[src/hw/rtl/ils_pkg.sv]
// ils_pkg: shared constants and types for the indexed list store
// depends on nothing; imported by indexed_list_store_top
`default_nettype none

package ils_pkg;

  localparam int unsigned DEPTH_DEFAULT      = 16;
  localparam int unsigned DATA_WIDTH_DEFAULT = 32;

  // beat layout widths
  localparam int unsigned CMD_W    = 3;
  localparam int unsigned POS_W    = 4;
  localparam int unsigned WORD_W   = 32;
  localparam int unsigned COUNT_W  = 5;
  localparam int unsigned STATUS_W = 2;
  localparam int unsigned IN_TDATA_W  = 40;
  localparam int unsigned OUT_TDATA_W = 40;

  typedef enum logic [CMD_W-1:0] {
    CMD_GET    = 3'd0,
    CMD_SET    = 3'd1,
    CMD_APPEND = 3'd2,
    CMD_INSERT = 3'd3,
    CMD_REMOVE = 3'd4,
    CMD_CLEAR  = 3'd5
  } cmd_t;

  typedef enum logic [STATUS_W-1:0] {
    STATUS_OK    = 2'd0,
    STATUS_INDEX = 2'd1,
    STATUS_FULL  = 2'd2
  } status_t;

  typedef enum logic [5:0] {
    ST_IDLE   = 6'b000001,
    ST_FETCH  = 6'b000010,
    ST_READ   = 6'b000100,
    ST_MOVE   = 6'b001000,
    ST_PLACE  = 6'b010000,
    ST_FINISH = 6'b100000
  } state_t;

endpackage : ils_pkg

`default_nettype wire

[src/hw/rtl/indexed_list_store_top.sv]
// indexed_list_store_top: fixed-capacity ordered list with get, set, append,
// insert, remove and clear, shifting entries one at a time through a memory
// depends on ils_pkg
`default_nettype none

// usage
// - input stream s_*: one command beat per list operation
//   s_tdata = {pad, data_word[31:0], position[3:0], command[2:0]}
// - output stream m_*: exactly one result beat per command
//   m_tdata = {pad, status[1:0], entry_count[4:0], read_word[31:0]}
// - one command is in work at a time; s_tready is high only while the
//   sequencer is idle
// - path of a command through the sequencer: set, append, clear, unused
//   codes and failed commands go straight to finish; get passes fetch;
//   insert and remove pass read and move per entry moved, insert then
//   place; the result beat enters the output register as finish is left
// - the entry moves of insert and remove go through the memory's read and
//   write ports, each entry by a registered read, then a write, with
//   one index counter walking the list
// - the result waits in the output register while m_tready is low; the
//   next command may already be accepted, and its result is held back
//   until the output register is free
// - rst (synchronous) empties the list and drops m_tvalid; entry contents
//   are not cleared, since a read is only possible below the count
module indexed_list_store_top
  import ils_pkg::*;
#(
  parameter int unsigned DEPTH      = DEPTH_DEFAULT,
  parameter int unsigned DATA_WIDTH = DATA_WIDTH_DEFAULT
) (
  input  wire logic                   clk,
  input  wire logic                   rst,
  // command[2:0], position[6:3], data_word[38:7], zero pad [39]
  input  wire logic [IN_TDATA_W-1:0]  s_tdata,
  input  wire logic                   s_tvalid,
  output logic                        s_tready,
  // read_word[31:0], entry_count[36:32], status[38:37], zero pad [39]
  output logic [OUT_TDATA_W-1:0]      m_tdata,
  output logic                        m_tvalid,
  input  wire logic                   m_tready
);

  // address, count and compare widths
  localparam int unsigned AW = (DEPTH > 1) ? $clog2(DEPTH) : 1;
  localparam int unsigned CW = $clog2(DEPTH + 1);
  localparam int unsigned XW = (CW > POS_W) ? CW : POS_W;
  localparam int unsigned OW = (CW > COUNT_W) ? CW : COUNT_W;
  // stored bits: anything above the word field is always zero
  localparam int unsigned MW = (DATA_WIDTH < WORD_W) ? DATA_WIDTH : WORD_W;
  localparam logic [CW-1:0] DEPTH_C = CW'(DEPTH);
  localparam logic [OW-1:0] DEPTH_O = OW'(DEPTH);

  // entry storage, one write and one registered read per cycle
  logic [MW-1:0] mem [DEPTH];
  logic [MW-1:0] rd_data;

  state_t           state;
  logic [CW-1:0]    count;
  logic [CW-1:0]    idx;      // walking index of the shift loop
  logic             dir_up;   // insert walks down from count, remove walks up
  logic [CW-1:0]    pos_r;
  logic [MW-1:0]    word_r;
  logic [WORD_W-1:0] res_word;
  status_t          res_status;

  // input beat fields
  logic [CMD_W-1:0]  in_cmd;
  logic [POS_W-1:0]  in_pos;
  logic [WORD_W-1:0] in_word;
  logic [XW-1:0]     pos_x;
  logic [XW-1:0]     cnt_x;
  logic              accept;
  logic              in_range;
  logic              full;
  logic [CW-1:0]     idx_up;
  logic [CW-1:0]     idx_dn;
  logic [CW-1:0]     cnt_dn;
  logic [WORD_W-1:0] rd_ext;
  logic [OW-1:0]     cnt_o;

  logic          wr_en;
  logic [AW-1:0] wr_addr;
  logic [MW-1:0] wr_data;
  logic [AW-1:0] rd_addr;

  assign in_cmd  = s_tdata[CMD_W-1:0];
  assign in_pos  = s_tdata[CMD_W+POS_W-1:CMD_W];
  assign in_word = s_tdata[CMD_W+POS_W+WORD_W-1:CMD_W+POS_W];

  assign s_tready = (state == ST_IDLE);
  assign accept   = s_tvalid && s_tready;

  assign pos_x    = XW'(in_pos);
  assign cnt_x    = XW'(count);
  assign in_range = pos_x < cnt_x;
  assign full     = (count == DEPTH_C);
  assign idx_up   = idx + 1'b1;
  assign idx_dn   = idx - 1'b1;
  assign cnt_dn   = count - 1'b1;
  assign cnt_o    = OW'(count);

  always_comb begin
    rd_ext = '0;
    rd_ext[MW-1:0] = rd_data;
  end

  // read port: the addressed entry for get, the neighbor during a shift
  always_comb begin
    if (state == ST_IDLE) begin
      rd_addr = pos_x[AW-1:0];
    end else if (dir_up) begin
      rd_addr = idx_dn[AW-1:0];
    end else begin
      rd_addr = idx_up[AW-1:0];
    end
  end

  // write port: set and append at accept, moved entries, placed insert word
  always_comb begin
    wr_en   = 1'b0;
    wr_addr = pos_x[AW-1:0];
    wr_data = in_word[MW-1:0];
    unique case (state)
      ST_IDLE: begin
        if (accept && in_cmd == CMD_SET && in_range) begin
          wr_en = 1'b1;
        end else if (accept && in_cmd == CMD_APPEND && !full) begin
          wr_en   = 1'b1;
          wr_addr = count[AW-1:0];
        end
      end
      ST_MOVE: begin
        wr_en   = 1'b1;
        wr_addr = idx[AW-1:0];
        wr_data = rd_data;
      end
      ST_PLACE: begin
        wr_en   = 1'b1;
        wr_addr = pos_r[AW-1:0];
        wr_data = word_r;
      end
      default: begin
        wr_en = 1'b0;
      end
    endcase
  end

  always_ff @(posedge clk) begin
    if (wr_en) begin
      mem[wr_addr] <= wr_data;
    end
    rd_data <= mem[rd_addr];
  end

  // sequencer
  always_ff @(posedge clk) begin
    if (rst) begin
      state    <= ST_IDLE;
      count    <= '0;
      m_tvalid <= 1'b0;
    end else begin
      // output register: loaded from the finish state, dropped once taken
      if (state == ST_FINISH && (!m_tvalid || m_tready)) begin
        m_tvalid <= 1'b1;
      end else if (m_tvalid && m_tready) begin
        m_tvalid <= 1'b0;
      end
      unique case (state)
        ST_IDLE: begin
          if (accept) begin
            res_word   <= '0;
            res_status <= STATUS_OK;
            pos_r      <= CW'(pos_x);
            word_r     <= in_word[MW-1:0];
            state      <= ST_FINISH;
            unique case (in_cmd)
              CMD_GET: begin
                if (in_range) begin
                  state <= ST_FETCH;
                end else begin
                  res_status <= STATUS_INDEX;
                end
              end
              CMD_SET: begin
                if (!in_range) begin
                  res_status <= STATUS_INDEX;
                end
              end
              CMD_APPEND: begin
                if (full) begin
                  res_status <= STATUS_FULL;
                end else begin
                  count <= count + 1'b1;
                end
              end
              CMD_INSERT: begin
                if (!in_range) begin
                  res_status <= STATUS_INDEX;
                end else if (full) begin
                  res_status <= STATUS_FULL;
                end else begin
                  idx    <= count;
                  dir_up <= 1'b1;
                  state  <= ST_READ;
                end
              end
              CMD_REMOVE: begin
                if (!in_range) begin
                  res_status <= STATUS_INDEX;
                end else if (pos_x == XW'(cnt_dn)) begin
                  // last entry: nothing to move
                  count <= cnt_dn;
                end else begin
                  idx    <= CW'(pos_x);
                  dir_up <= 1'b0;
                  state  <= ST_READ;
                end
              end
              CMD_CLEAR: begin
                count <= '0;
              end
              default: begin
                res_status <= STATUS_OK;
              end
            endcase
          end
        end
        ST_FETCH: begin
          res_word <= rd_ext;
          state    <= ST_FINISH;
        end
        ST_READ: begin
          state <= ST_MOVE;
        end
        ST_MOVE: begin
          if (dir_up) begin
            idx <= idx_dn;
            if (idx_dn == pos_r) begin
              state <= ST_PLACE;
            end else begin
              state <= ST_READ;
            end
          end else begin
            idx <= idx_up;
            if (idx_up == cnt_dn) begin
              count <= cnt_dn;
              state <= ST_FINISH;
            end else begin
              state <= ST_READ;
            end
          end
        end
        ST_PLACE: begin
          count <= count + 1'b1;
          state <= ST_FINISH;
        end
        ST_FINISH: begin
          // hold the result until the output register is free
          if (!m_tvalid || m_tready) begin
            m_tdata  <= {1'b0, res_status, cnt_o[COUNT_W-1:0], res_word};
            state    <= ST_IDLE;
          end
        end
        default: begin
          state <= ST_IDLE;
        end
      endcase
    end
  end

  // checks
  a_count_bound: assert property (@(posedge clk) disable iff (rst)
    count <= DEPTH_C)
    else $error("entry count above capacity");

  a_full_count: assert property (@(posedge clk) disable iff (rst)
    (m_tvalid && m_tdata[OUT_TDATA_W-2:OUT_TDATA_W-1-STATUS_W] == STATUS_FULL)
      |-> m_tdata[WORD_W+COUNT_W-1:WORD_W] == DEPTH_O[COUNT_W-1:0])
    else $error("full status with count below capacity");

  a_insert_walk: assert property (@(posedge clk) disable iff (rst)
    (state == ST_MOVE && dir_up) |-> (idx > pos_r && idx <= count))
    else $error("insert shift index out of range");

  a_remove_walk: assert property (@(posedge clk) disable iff (rst)
    (state == ST_MOVE && !dir_up) |-> (idx_up < count))
    else $error("remove shift index out of range");

  a_result_hold: assert property (@(posedge clk) disable iff (rst)
    (state == ST_FINISH && m_tvalid && !m_tready) |=> state == ST_FINISH)
    else $error("result loaded over a waiting beat");

endmodule : indexed_list_store_top

`default_nettype wire
[config.mk]
export PLATFORM = sky130hd
export DESIGN_NAME = indexed_list_store_top
export DESIGN_NICKNAME = d
export VERILOG_FILES = /design/src/hw/rtl/ils_pkg.sv /design/src/hw/rtl/indexed_list_store_top.sv
export SDC_FILE = /design/constraint.sdc
export NUM_CORES = 1
export LEC_CHECK = 0
export BUFFER_PORTS_ARGS = -buffer_cell sky130_fd_sc_hd__buf_2
export CELL_PAD_IN_SITES_DETAIL_PLACEMENT = 2
export CELL_PAD_IN_SITES_GLOBAL_PLACEMENT = 2
export CORE_ASPECT_RATIO = 2
export CORE_MARGIN = 8
export CORE_UTILIZATION = 43
export DETAILED_ROUTE_END_ITERATION = 8
export PLACE_DENSITY_LB_ADDON = 0.25
export SLEW_MARGIN = 10
export SYNTH_ARGS = -nofsm -noshare
export SYNTH_HDL_FRONTEND = slang
export SYNTH_SLANG_ARGS = --single-unit
export TNS_END_PERCENT = 10
[constraint.sdc]
create_clock -name clk -period 7.9 [get_ports clk]
set_input_delay 0.395 -clock clk [delete_from_list [all_inputs] [get_ports clk]]
set_output_delay 0.395 -clock clk [all_outputs]
set_load 0.05 [all_outputs]
Word level (Yosys, flattened, before mapping)
Memories as Yosys holds them, arrays and structs flattened. A register that Yosys moved wholly into a read port is not among the register bits.
Index checks and enable logic that the tools add are counted.
{"block": "word_totals", "ff_bits": 127, "mem_bits_rw": 512, "input_bits": 44, "n_memories": 1}
{"memory": "mem", "depth": 16, "word_bits": 32, "read_ports": 1, "rd_clocked_by_memory_dff": 1, "wr": 1, "line_no": "indexed_list_store_top.sv:54", "text": "logic [MW-1:0] mem [DEPTH];"}
{"block": "op_classes", "addsub": 4, "n_reduce_logical": 26, "bitwise_logic": 1, "muxes": 52, "n_eq_ne": 31, "magnitude_cmp": 1}
{"cell": "case mux 32 bit (2 select lines)", "n": 2}
{"cell": "2-to-1 mux 5 bit", "n": 13}
{"cell": "2-to-1 mux 6 bit", "n": 9}
{"cell": "2-to-1 mux 32 bit", "n": 1}
{"cell": "case mux 5 bit (3 select lines)", "n": 2}
{"cell": "case mux 6 bit (5 select lines)", "n": 1}
{"cell": "AND reduction 8 bit", "n": 3}
{"cell": "case mux 5 bit (2 select lines)", "n": 2}
{"cell": "inequality test 3 bit (second input constant)", "n": 6}
{"cell": "case mux 6 bit (3 select lines)", "n": 1}
{"cell": "2-to-1 mux 4 bit", "n": 4}
{"cell": "inequality test 2 bit (second input constant)", "n": 6}
{"cell": "case mux 4 bit (3 select lines)", "n": 1}
{"cell": "2-to-1 mux 1 bit", "n": 11}
{"cell": "adder 5 x 1 -> 5 bit (second input constant)", "n": 2}
{"cell": "subtractor 5 x 1 -> 5 bit (second input constant)", "n": 2}
{"cell": "AND reduction 3 bit", "n": 3}
{"cell": "nonzero test 2 bit", "n": 4}
{"cell": "logical AND 1 bit", "n": 7}
{"cell": "equality test 3 x 2 -> 1 bit (second input constant)", "n": 2}
{"cell": "equality test 3 bit (second input constant)", "n": 2}
{"cell": "equality test 6 x 1 -> 1 bit (second input constant)", "n": 1}
{"cell": "equality test 6 x 2 -> 1 bit (second input constant)", "n": 1}
{"cell": "equality test 6 x 3 -> 1 bit (second input constant)", "n": 1}
{"cell": "23 further kinds", "n": 28}

Depth between registers and ports, before layout
Gate-level depths: netlist (run 1).
{"block": "depth", "depth_word": 9, "mapped_depth": 10, "ltp_nobuf": 8}

Worst setup path before layout (run 1)
Ideal clock, no wire load.
{"block": "synth_path", "kind": "flip-flop to flip-flop", "from": "register count[0] (netlist: cnt_o[0])", "to": "memory mem[6][0] (netlist name) (enable)", "setup_time_ns": 0.595, "t_arrival_ns": 7.257, "path_stages_with_launch": 10, "period_less_slack_ns": 7.852, "required_ns": 7.305, "setup_slack_ns": 0.048, "cell_sequence": "dfxtp_1 inv_1 ha_1 buf_4 and4bb_1 or4_1 mux2i_1 a21boi_1 or3_1 a2111oi_0"}
{"block": "synth_via", "elab_chain_cells": 8, "elab_cells_between_ends": 13}
{"element": "start, declared", "line_no": "indexed_list_store_top.sv:58", "text": "logic [CW-1:0] count;"}
{"element": "start signal, assigned", "line_no": "indexed_list_store_top.sv:193", "text": "count <= count + 1'b1;"}
{"element": "start signal, assigned", "line_no": "indexed_list_store_top.sv:212", "text": "count <= cnt_dn;"}
{"element": "start signal, assigned", "line_no": "indexed_list_store_top.sv:246", "text": "count <= cnt_dn;"}
{"element": "parallel branches: the longest is 8 deep, another holds less-than comparator 4 x 5 -> 1 bit"}
{"element": "end, declared", "line_no": "indexed_list_store_top.sv:54"}
Parallel ways; which one is timed is not known.

Worst setup path after layout (run 1)
{"block": "layout_path", "from": "register idx[0]", "to": "register rd_data[12] (read register of mem)"}
{"block": "layout_via", "elab_chain_cells": 3, "elab_cells_between_ends": 4}
{"element": "start, declared", "line_no": "indexed_list_store_top.sv:59", "text": "logic [CW-1:0] idx;"}
{"element": "start signal, assigned", "line_no": "indexed_list_store_top.sv:202", "text": "idx <= count;"}
{"element": "start signal, assigned", "line_no": "indexed_list_store_top.sv:214", "text": "idx <= CW'(pos_x);"}
{"element": "start signal, assigned", "line_no": "indexed_list_store_top.sv:237", "text": "idx <= idx_dn;"}
{"element": "adder 5 x 1 -> 5 bit / subtractor 5 x 1 -> 5 bit (equally long branches)", "line_no": "indexed_list_store_top.sv:97, indexed_list_store_top.sv:98"}
{"element": "2-to-1 mux 4 bit (*)", "line_no": "indexed_list_store_top.sv:111", "text": "end else if (dir_up) begin"}
{"element": "2-to-1 mux 4 bit (*)", "line_no": "indexed_list_store_top.sv:109", "text": "if (state == ST_IDLE) begin"}
{"element": "end, declared", "line_no": "indexed_list_store_top.sv:55", "text": "logic [MW-1:0] rd_data;"}
Mark *: on every way between the ends. The rest lies on a longest branch, timed or not.
A chain may end at the register's enable or synchronous reset.

==> reports/metrics.csv, run 1 <==
metric,value,unit
status,"complete, no violations",
ys_top_cells_by_area,"edfxtp_1, mux4_2, dfxtp_1",
ioPinCount,86,
cts_inserted_buffers,57,
ys_types,75,
grt.overflow.total,0,
reg2reg_from,idx[0],
worstSetupStartpointType,flop,
wl_per_cell,32.7,um
r2r-end,rd_data[12],
clkPwrFrac,35.3,%
crit_path_end,rd_data[12],
synth_edf_count,627,
vias,13700,
synthCells,1360,
grt_start_max_net_pins,68,
fin_hold_ws,0.0368,ns
r2r_setup_slack,3.54,ns
htreeDepth,2,
period_minus_slack,4.36,ns
final_area,29700,um2
numPortBuffers,83,
crit_arrival,4.84,ns
cts_root_buf,clkbuf_16,
cts_setup_buffers,0,
rsz0062_at_grt,false,
timing.fmax,230,MHz
ys_seq_elements,671,
hold_buffers,27,
drt-total-wl,75400,um
area_delta_synth_final,14.1,%
synthTopCellsByCount,"edfxtp_1, mux4_2, nand2_1",
postRouteAntennaNets,0,
ir_drop,0.216,mV
pwr-share-comb,14.9,%
finClkSkew,0.0278,ns
slew_viol_final,0,
path_max_fanout,67,
path_clk_slew,0.08,ns
power,8.30,mW
track_usage,21.8,%
setup_tns,0,ns
drive_gt1_share,24.4,%
nets,1540,
critPathKind,flop to flop,
min_path_type,input pin to flop,
fin_util,49.6,%
drt-pass1-iter-count,5,
die_x,190,um
avgSynthCellArea,19.1,um2
internal_power,6.18,mW
die_y,364,um
cts_sinks,671,
place.gp.congestion,0.797,
p_leak,9.68,nW
power_frac_seq,49.8,%
viasPerCell,5.96,
ys_async_sr_fraction,0,%
final_hold_viol_count,0,
critPathLaunch,idx[0],
synth_top_cell_by_area,edfxtp_1,
start_util,43.5,%
syn-num-nets,1412,
ys_warn_count,0,
reg2reg_depth,8,
cts_tree,yes,
hpwl,42300,um
synth_area,26000,um2
finalCritPeriodShare,55.1,%
relSlewSlack,19.0,%
place_area,27500,um2
endpoint_kind,flop,
first_global_vias,15500,
synth-seq-area-share,75.7,%
clk_latency,0.61,ns
antenna_found_initial,1,
core-area,59900,um2
ctsResizeCount,0,
synth_ff_type,edfxtp_1,
cp_data_required_time,8.39,ns
p_per_area,279,nW/um2
setup_viol,0,
yosysMostFrequentCell,edfxtp_1,
drcViolationCount,0,
die-area,69100,um2
antennaDiodeCount,0,
switching_power,2.12,mW
drv_cap,0,
row_count,127,
p_sw_share,25.5,%
synth_top_area_share,72.3,%
clock_path_buffers,3,
worst_pin_slew,1.20,ns
grt_pass1_wl,109000,um
n_fill_cell,5318,
drt_iter0_markers,1097,
-- worst min path at each step --
stage                       start          end  slack (ns)  cells past startpoint
detailed placement   res_word[15]  m_tdata[15]        0.41                      0
CTS                   s_tdata[24]   word_r[17]       0.005                      1
global route          s_tdata[24]   word_r[17]        0.01                      1
floorplan             res_word[0]   m_tdata[0]        0.40                      0
global placement    res_status[1]  m_tdata[38]        0.40                      0
finish                s_tdata[32]   word_r[25]        0.04                      1
-- kinds of logic (layout without fill, tap and decap cells) --
kind of cell | count (synthesis) | in the layout | share of synthesized area [%]
other | 1 | 1 | 0.0144
AOI/OAI and AO/OA | 180 | 180 | 5.05
xor gates and xnor gates | 22 | 22 | 0.846
DFF | 671 | 671 | 75.7
buffers and inverters | 86 | 260 | 1.61
adders and majority gates | 8 | 8 | 0.385
and+or+nand+nor | 254 | 254 | 4.89
muxes | 138 | 138 | 11.5
-- worst max-delay path, cell delays in order, from the launching register on --
cell and delay, ns:
edfxtp_1 0.69, inv_1 0.20, ha_1 0.44, xor2_1 0.23, mux2_4 0.85, buf_4 0.92
mux4_2 0.44, a22oi_1 0.27, nand2_1 0.10
-- per-layer routing --
metal  global-route usage, %  wire [um]  up-vias
met3                    2.79       3350      166
met5                       0          0        -
met1                    25.7      28600     7344
met4                    9.23       3110        0
li1                        -          -     5784
met2                    39.5      40300      454
-- cell usage in the layout, fill, tap and decap left out, drive strengths merged, types with 7 or more instances in the layout --
master	netlist	final
ha	8	8
nor3	20	20
xnor2	11	11
dlygate4sd3	0	27
nor2b	10	10
nor2	25	25
xor2	9	9
and2	35	35
a22oi	97	97
nand2b	7	7
dfxtp	44	44
clkinv	1	17
edfxtp	627	627
o21ai	16	16
clkbuf	32	76
a21oi	16	16
nand2	114	114
mux4	128	128
or3	7	7
nand3	13	13
inv	13	17
buf	40	114
-- per-stage QoR --
stage | instances | setup WS [ns]
2_1_floorplan | 1360 | 0.0480
3_3_place_gp | 2176 | 3.61
3_5_place_dp | 2176 | 3.48
4_1_cts | 2308 | 3.49
5_1_grt | 2308 | 3.32
6_report | 2308 | 3.54
-- power groups by stage --
stage	clock network [mW]	registers, mW	logic, mW
6_report	2.93	4.14	1.23
5_1_grt	3.09	4.15	1.33
4_1_cts	2.99	4.14	1.26
3_5_place_dp	0	4.21	1.25
3_3_place_gp	0	4.20	1.19
2_1_floorplan	0	4.18	0.888
-- layout make-up --
class                           count  area (um2)  area share (%)
Multi-Input combinational cell    603        6130            20.6
Clock buffer                       76        1590            5.36
Sequential cell                   671       19700            66.4
Inverter                           14        53.8           0.181
Clock inverter                     29         327            1.10
Timing Repair Buffer              141         918            3.09
Tap cell                          774         968            3.26
-- registers in the layout, indices dropped and copies added, names as in the netlist, 4 cells and up --
name and cells:
idx 5, word_r 32, state 6, pos_r 4, mem 512, rd_data 32
res_word 32, cnt_o 5, m_tdata 39
Note: power is estimated with default switching activity, not from simulation.
==> inputs of run 2 (changes only) <==
- clock period: 7.9 -> 3.6 ns (I/O delays scaled with it)
==> reports/metrics.csv, run 2 (synthesized netlist as in run 1, its figures left out) <==
metric,value,unit,change
status,"complete, no violations",,unchanged
p_leak,9.99,nW,was 9.68 nW
final_common_cell,edfxtp_1,,unchanged
pre_cts_ws,0.0646,ns,was 3.48 ns
crit_arrival,3.78,ns,was 4.84 ns
worst_pin_slew,1.32,ns,was 1.20 ns
cts_sinks,671,,unchanged
first_global_vias,15800,,was 15500
setup_tns,0,ns,unchanged
largest_reg_flops,512,,unchanged
place.gp.congestion,0.844,,was 0.797
grt.overflow.total,0,,unchanged
min_delay_path_depth,2,,was 1
hpwl,44600,um,was 42300 um
p_per_area,605,nW/um2,was 279 nW/um2
vias,13900,,was 13700
reg2reg_depth,9,,was 8
cp_data_required_time,3.95,ns,was 8.39 ns
worstSetupStartpointType,flop,,unchanged
cts_tree,yes,,unchanged
numPortBuffers,83,,unchanged
reg2reg_from,cnt_o[1],,was idx[0]
core-area,59900,um2,unchanged
htreeDepth,2,,unchanged
drcViolationCount,0,,unchanged
die_y,364,um,unchanged
regArea,19700,um2,about the same
nets,1584,,was 1540
min_path_type,input pin to flop,,unchanged
n_fill_cell,5260,,was 5318
multi_input_area,6230,um2,was 6130 um2
antenna_found_initial,0,,was 1
timing.fmax,291,MHz,was 230 MHz
start_util,43.5,%,unchanged
relSlewSlack,11.3,%,was 19.0%
regMostFlops,mem,,unchanged
grt_start_max_net_pins,53,,was 68
viasPerCell,5.92,,was 5.96
hold_path.startpoint,rst,,was s_tdata[32]
wl_per_cell,31.8,um,was 32.7 um
path_max_fanout,32,,was 67
drt-total-wl,74900,um,was 75400 um
die_x,190,um,unchanged
drv_cap,0,,unchanged
setup_viol,0,,unchanged
drt_iter0_markers,914,,was 1097
rsz0062_at_grt,false,,unchanged
cts_inserted_buffers,58,,was 57
final_cell_mix,"edfxtp_1, mux4_2, nand2_1",,unchanged
cts_root_buf,clkbuf_16,,unchanged
critPathKind,flop to flop,,unchanged
ir_drop,0.414,mV,was 0.216 mV
die-area,69100,um2,unchanged
ioPinCount,86,,unchanged
clock_path_buffers,3,,unchanged
grt_pass1_wl,110000,um,was 109000 um
fin_hold_ws,0.0410,ns,was 0.0368 ns
clk_latency,0.64,ns,was 0.61 ns
drive_gt1_share,26.1,%,was 24.4%
row_count,127,,unchanged
area_delta_synth_final,17.2,%,was 14.1%
slew_viol_final,0,,unchanged
setup_slack,0.163,ns,was 3.54 ns
path_clk_slew,0.07,ns,was 0.08 ns
r2r-end,mem[5][1],,was rd_data[12]
period_minus_slack,3.44,ns,was 4.36 ns
antennaDiodeCount,0,,unchanged
drt-pass1-iter-count,4,,was 5
endpoint_kind,flop,,unchanged
min_to,m_tvalid,,was word_r[25]
finClkSkew,0.0286,ns,was 0.0278 ns
final_hold_viol_count,0,,unchanged
track_usage,21.9,%,was 21.8%
postRouteAntennaNets,0,,unchanged
finalCritPeriodShare,95.5,%,was 55.1%
r2r_setup_slack,0.16,ns,was 3.54 ns
ctsResizeCount,0,,unchanged
reg_top3,"mem: 512 flops, m_tdata: 39 flops",,unchanged
-- run 2: cell types whose count changed in the layout (fill, tap and decap cells not counted), sizes merged --
cell         delta
clkinvlp        +5
buf            +33
clkinv          -3
inv             -4
dlygate4sd3    +10
clkbuf          +7
bufinv          -1
-- run 2: worst max-delay path by stage --
stage / start / end / slack, ns / cells past startpoint
after floorplan: state[1] / m_tdata[0] / -0.56 / 3
after global placement: cnt_o[1] / mem[14][26] / 0.18 / 10
after detailed placement: cnt_o[1] / mem[14][26] / 0.06 / 10
after CTS: cnt_o[1] / mem[14][24] / 0.05 / 10
after global routing: state[1] / mem[11][17] / 0.04 / 7
final: cnt_o[1] / mem[5][1] / 0.16 / 9
-- run 2: per-stage QoR --
stage          utilization, %  total power, mW  std cells  cell area (um2)
6_report                 50.9             18.4       2355            30500
5_1_grt                  50.9             19.0       2355            30500
4_1_cts                  50.9             18.7       2354            30500
3_5_place_dp             47.1             12.2       2208            28200
3_3_place_gp             47.1             12.1       2208            28200
2_1_floorplan               -             11.1       1360            26200
-- run 2: layout make-up --
cell class,count,share of cell area [%]
multi-input combinational,603,20.4
clock buffer,83,5.30
timing repair buffer,184,5.34
sequential,671,64.6
clock inverter,26,0.960
inverter,14,0.185
tap,774,3.17
-- run 2: where the power goes --
part / switching, mW / internal, mW
clock: 2.89 / 3.50
combinational: 1.66 / 1.32
sequential: 0.219 / 8.86
-- run 2: critical path: stages (launching register included) --
cell      delay [ns]
dfxtp_4         0.41
inv_2           0.08
ha_4            0.20
and4bb_1        0.25
or4_4           0.44
mux2_2          0.27
a211oi_1        0.06
o21ai_0         1.03
a21oi_4         0.12
buf_12          0.28
-- run 2: what timing repair did --
action / in CTS / in global routing
hold endpoints to repair: 39 / 0
setup buffers: 0 / 1
hold buffers: 37 / 0
endpoints found under the setup margin: 0 / 3
-- run 2: routing by layer --
metal  GRT usage [%]  wire length [um]  vias to the layer above
li1                -                 -                     5870
met2            40.4             41000                      405
met5               0                 0                        -
met1            26.1             28700                     7534
met4            7.11              2250                        0
met3            2.66              3030                      131
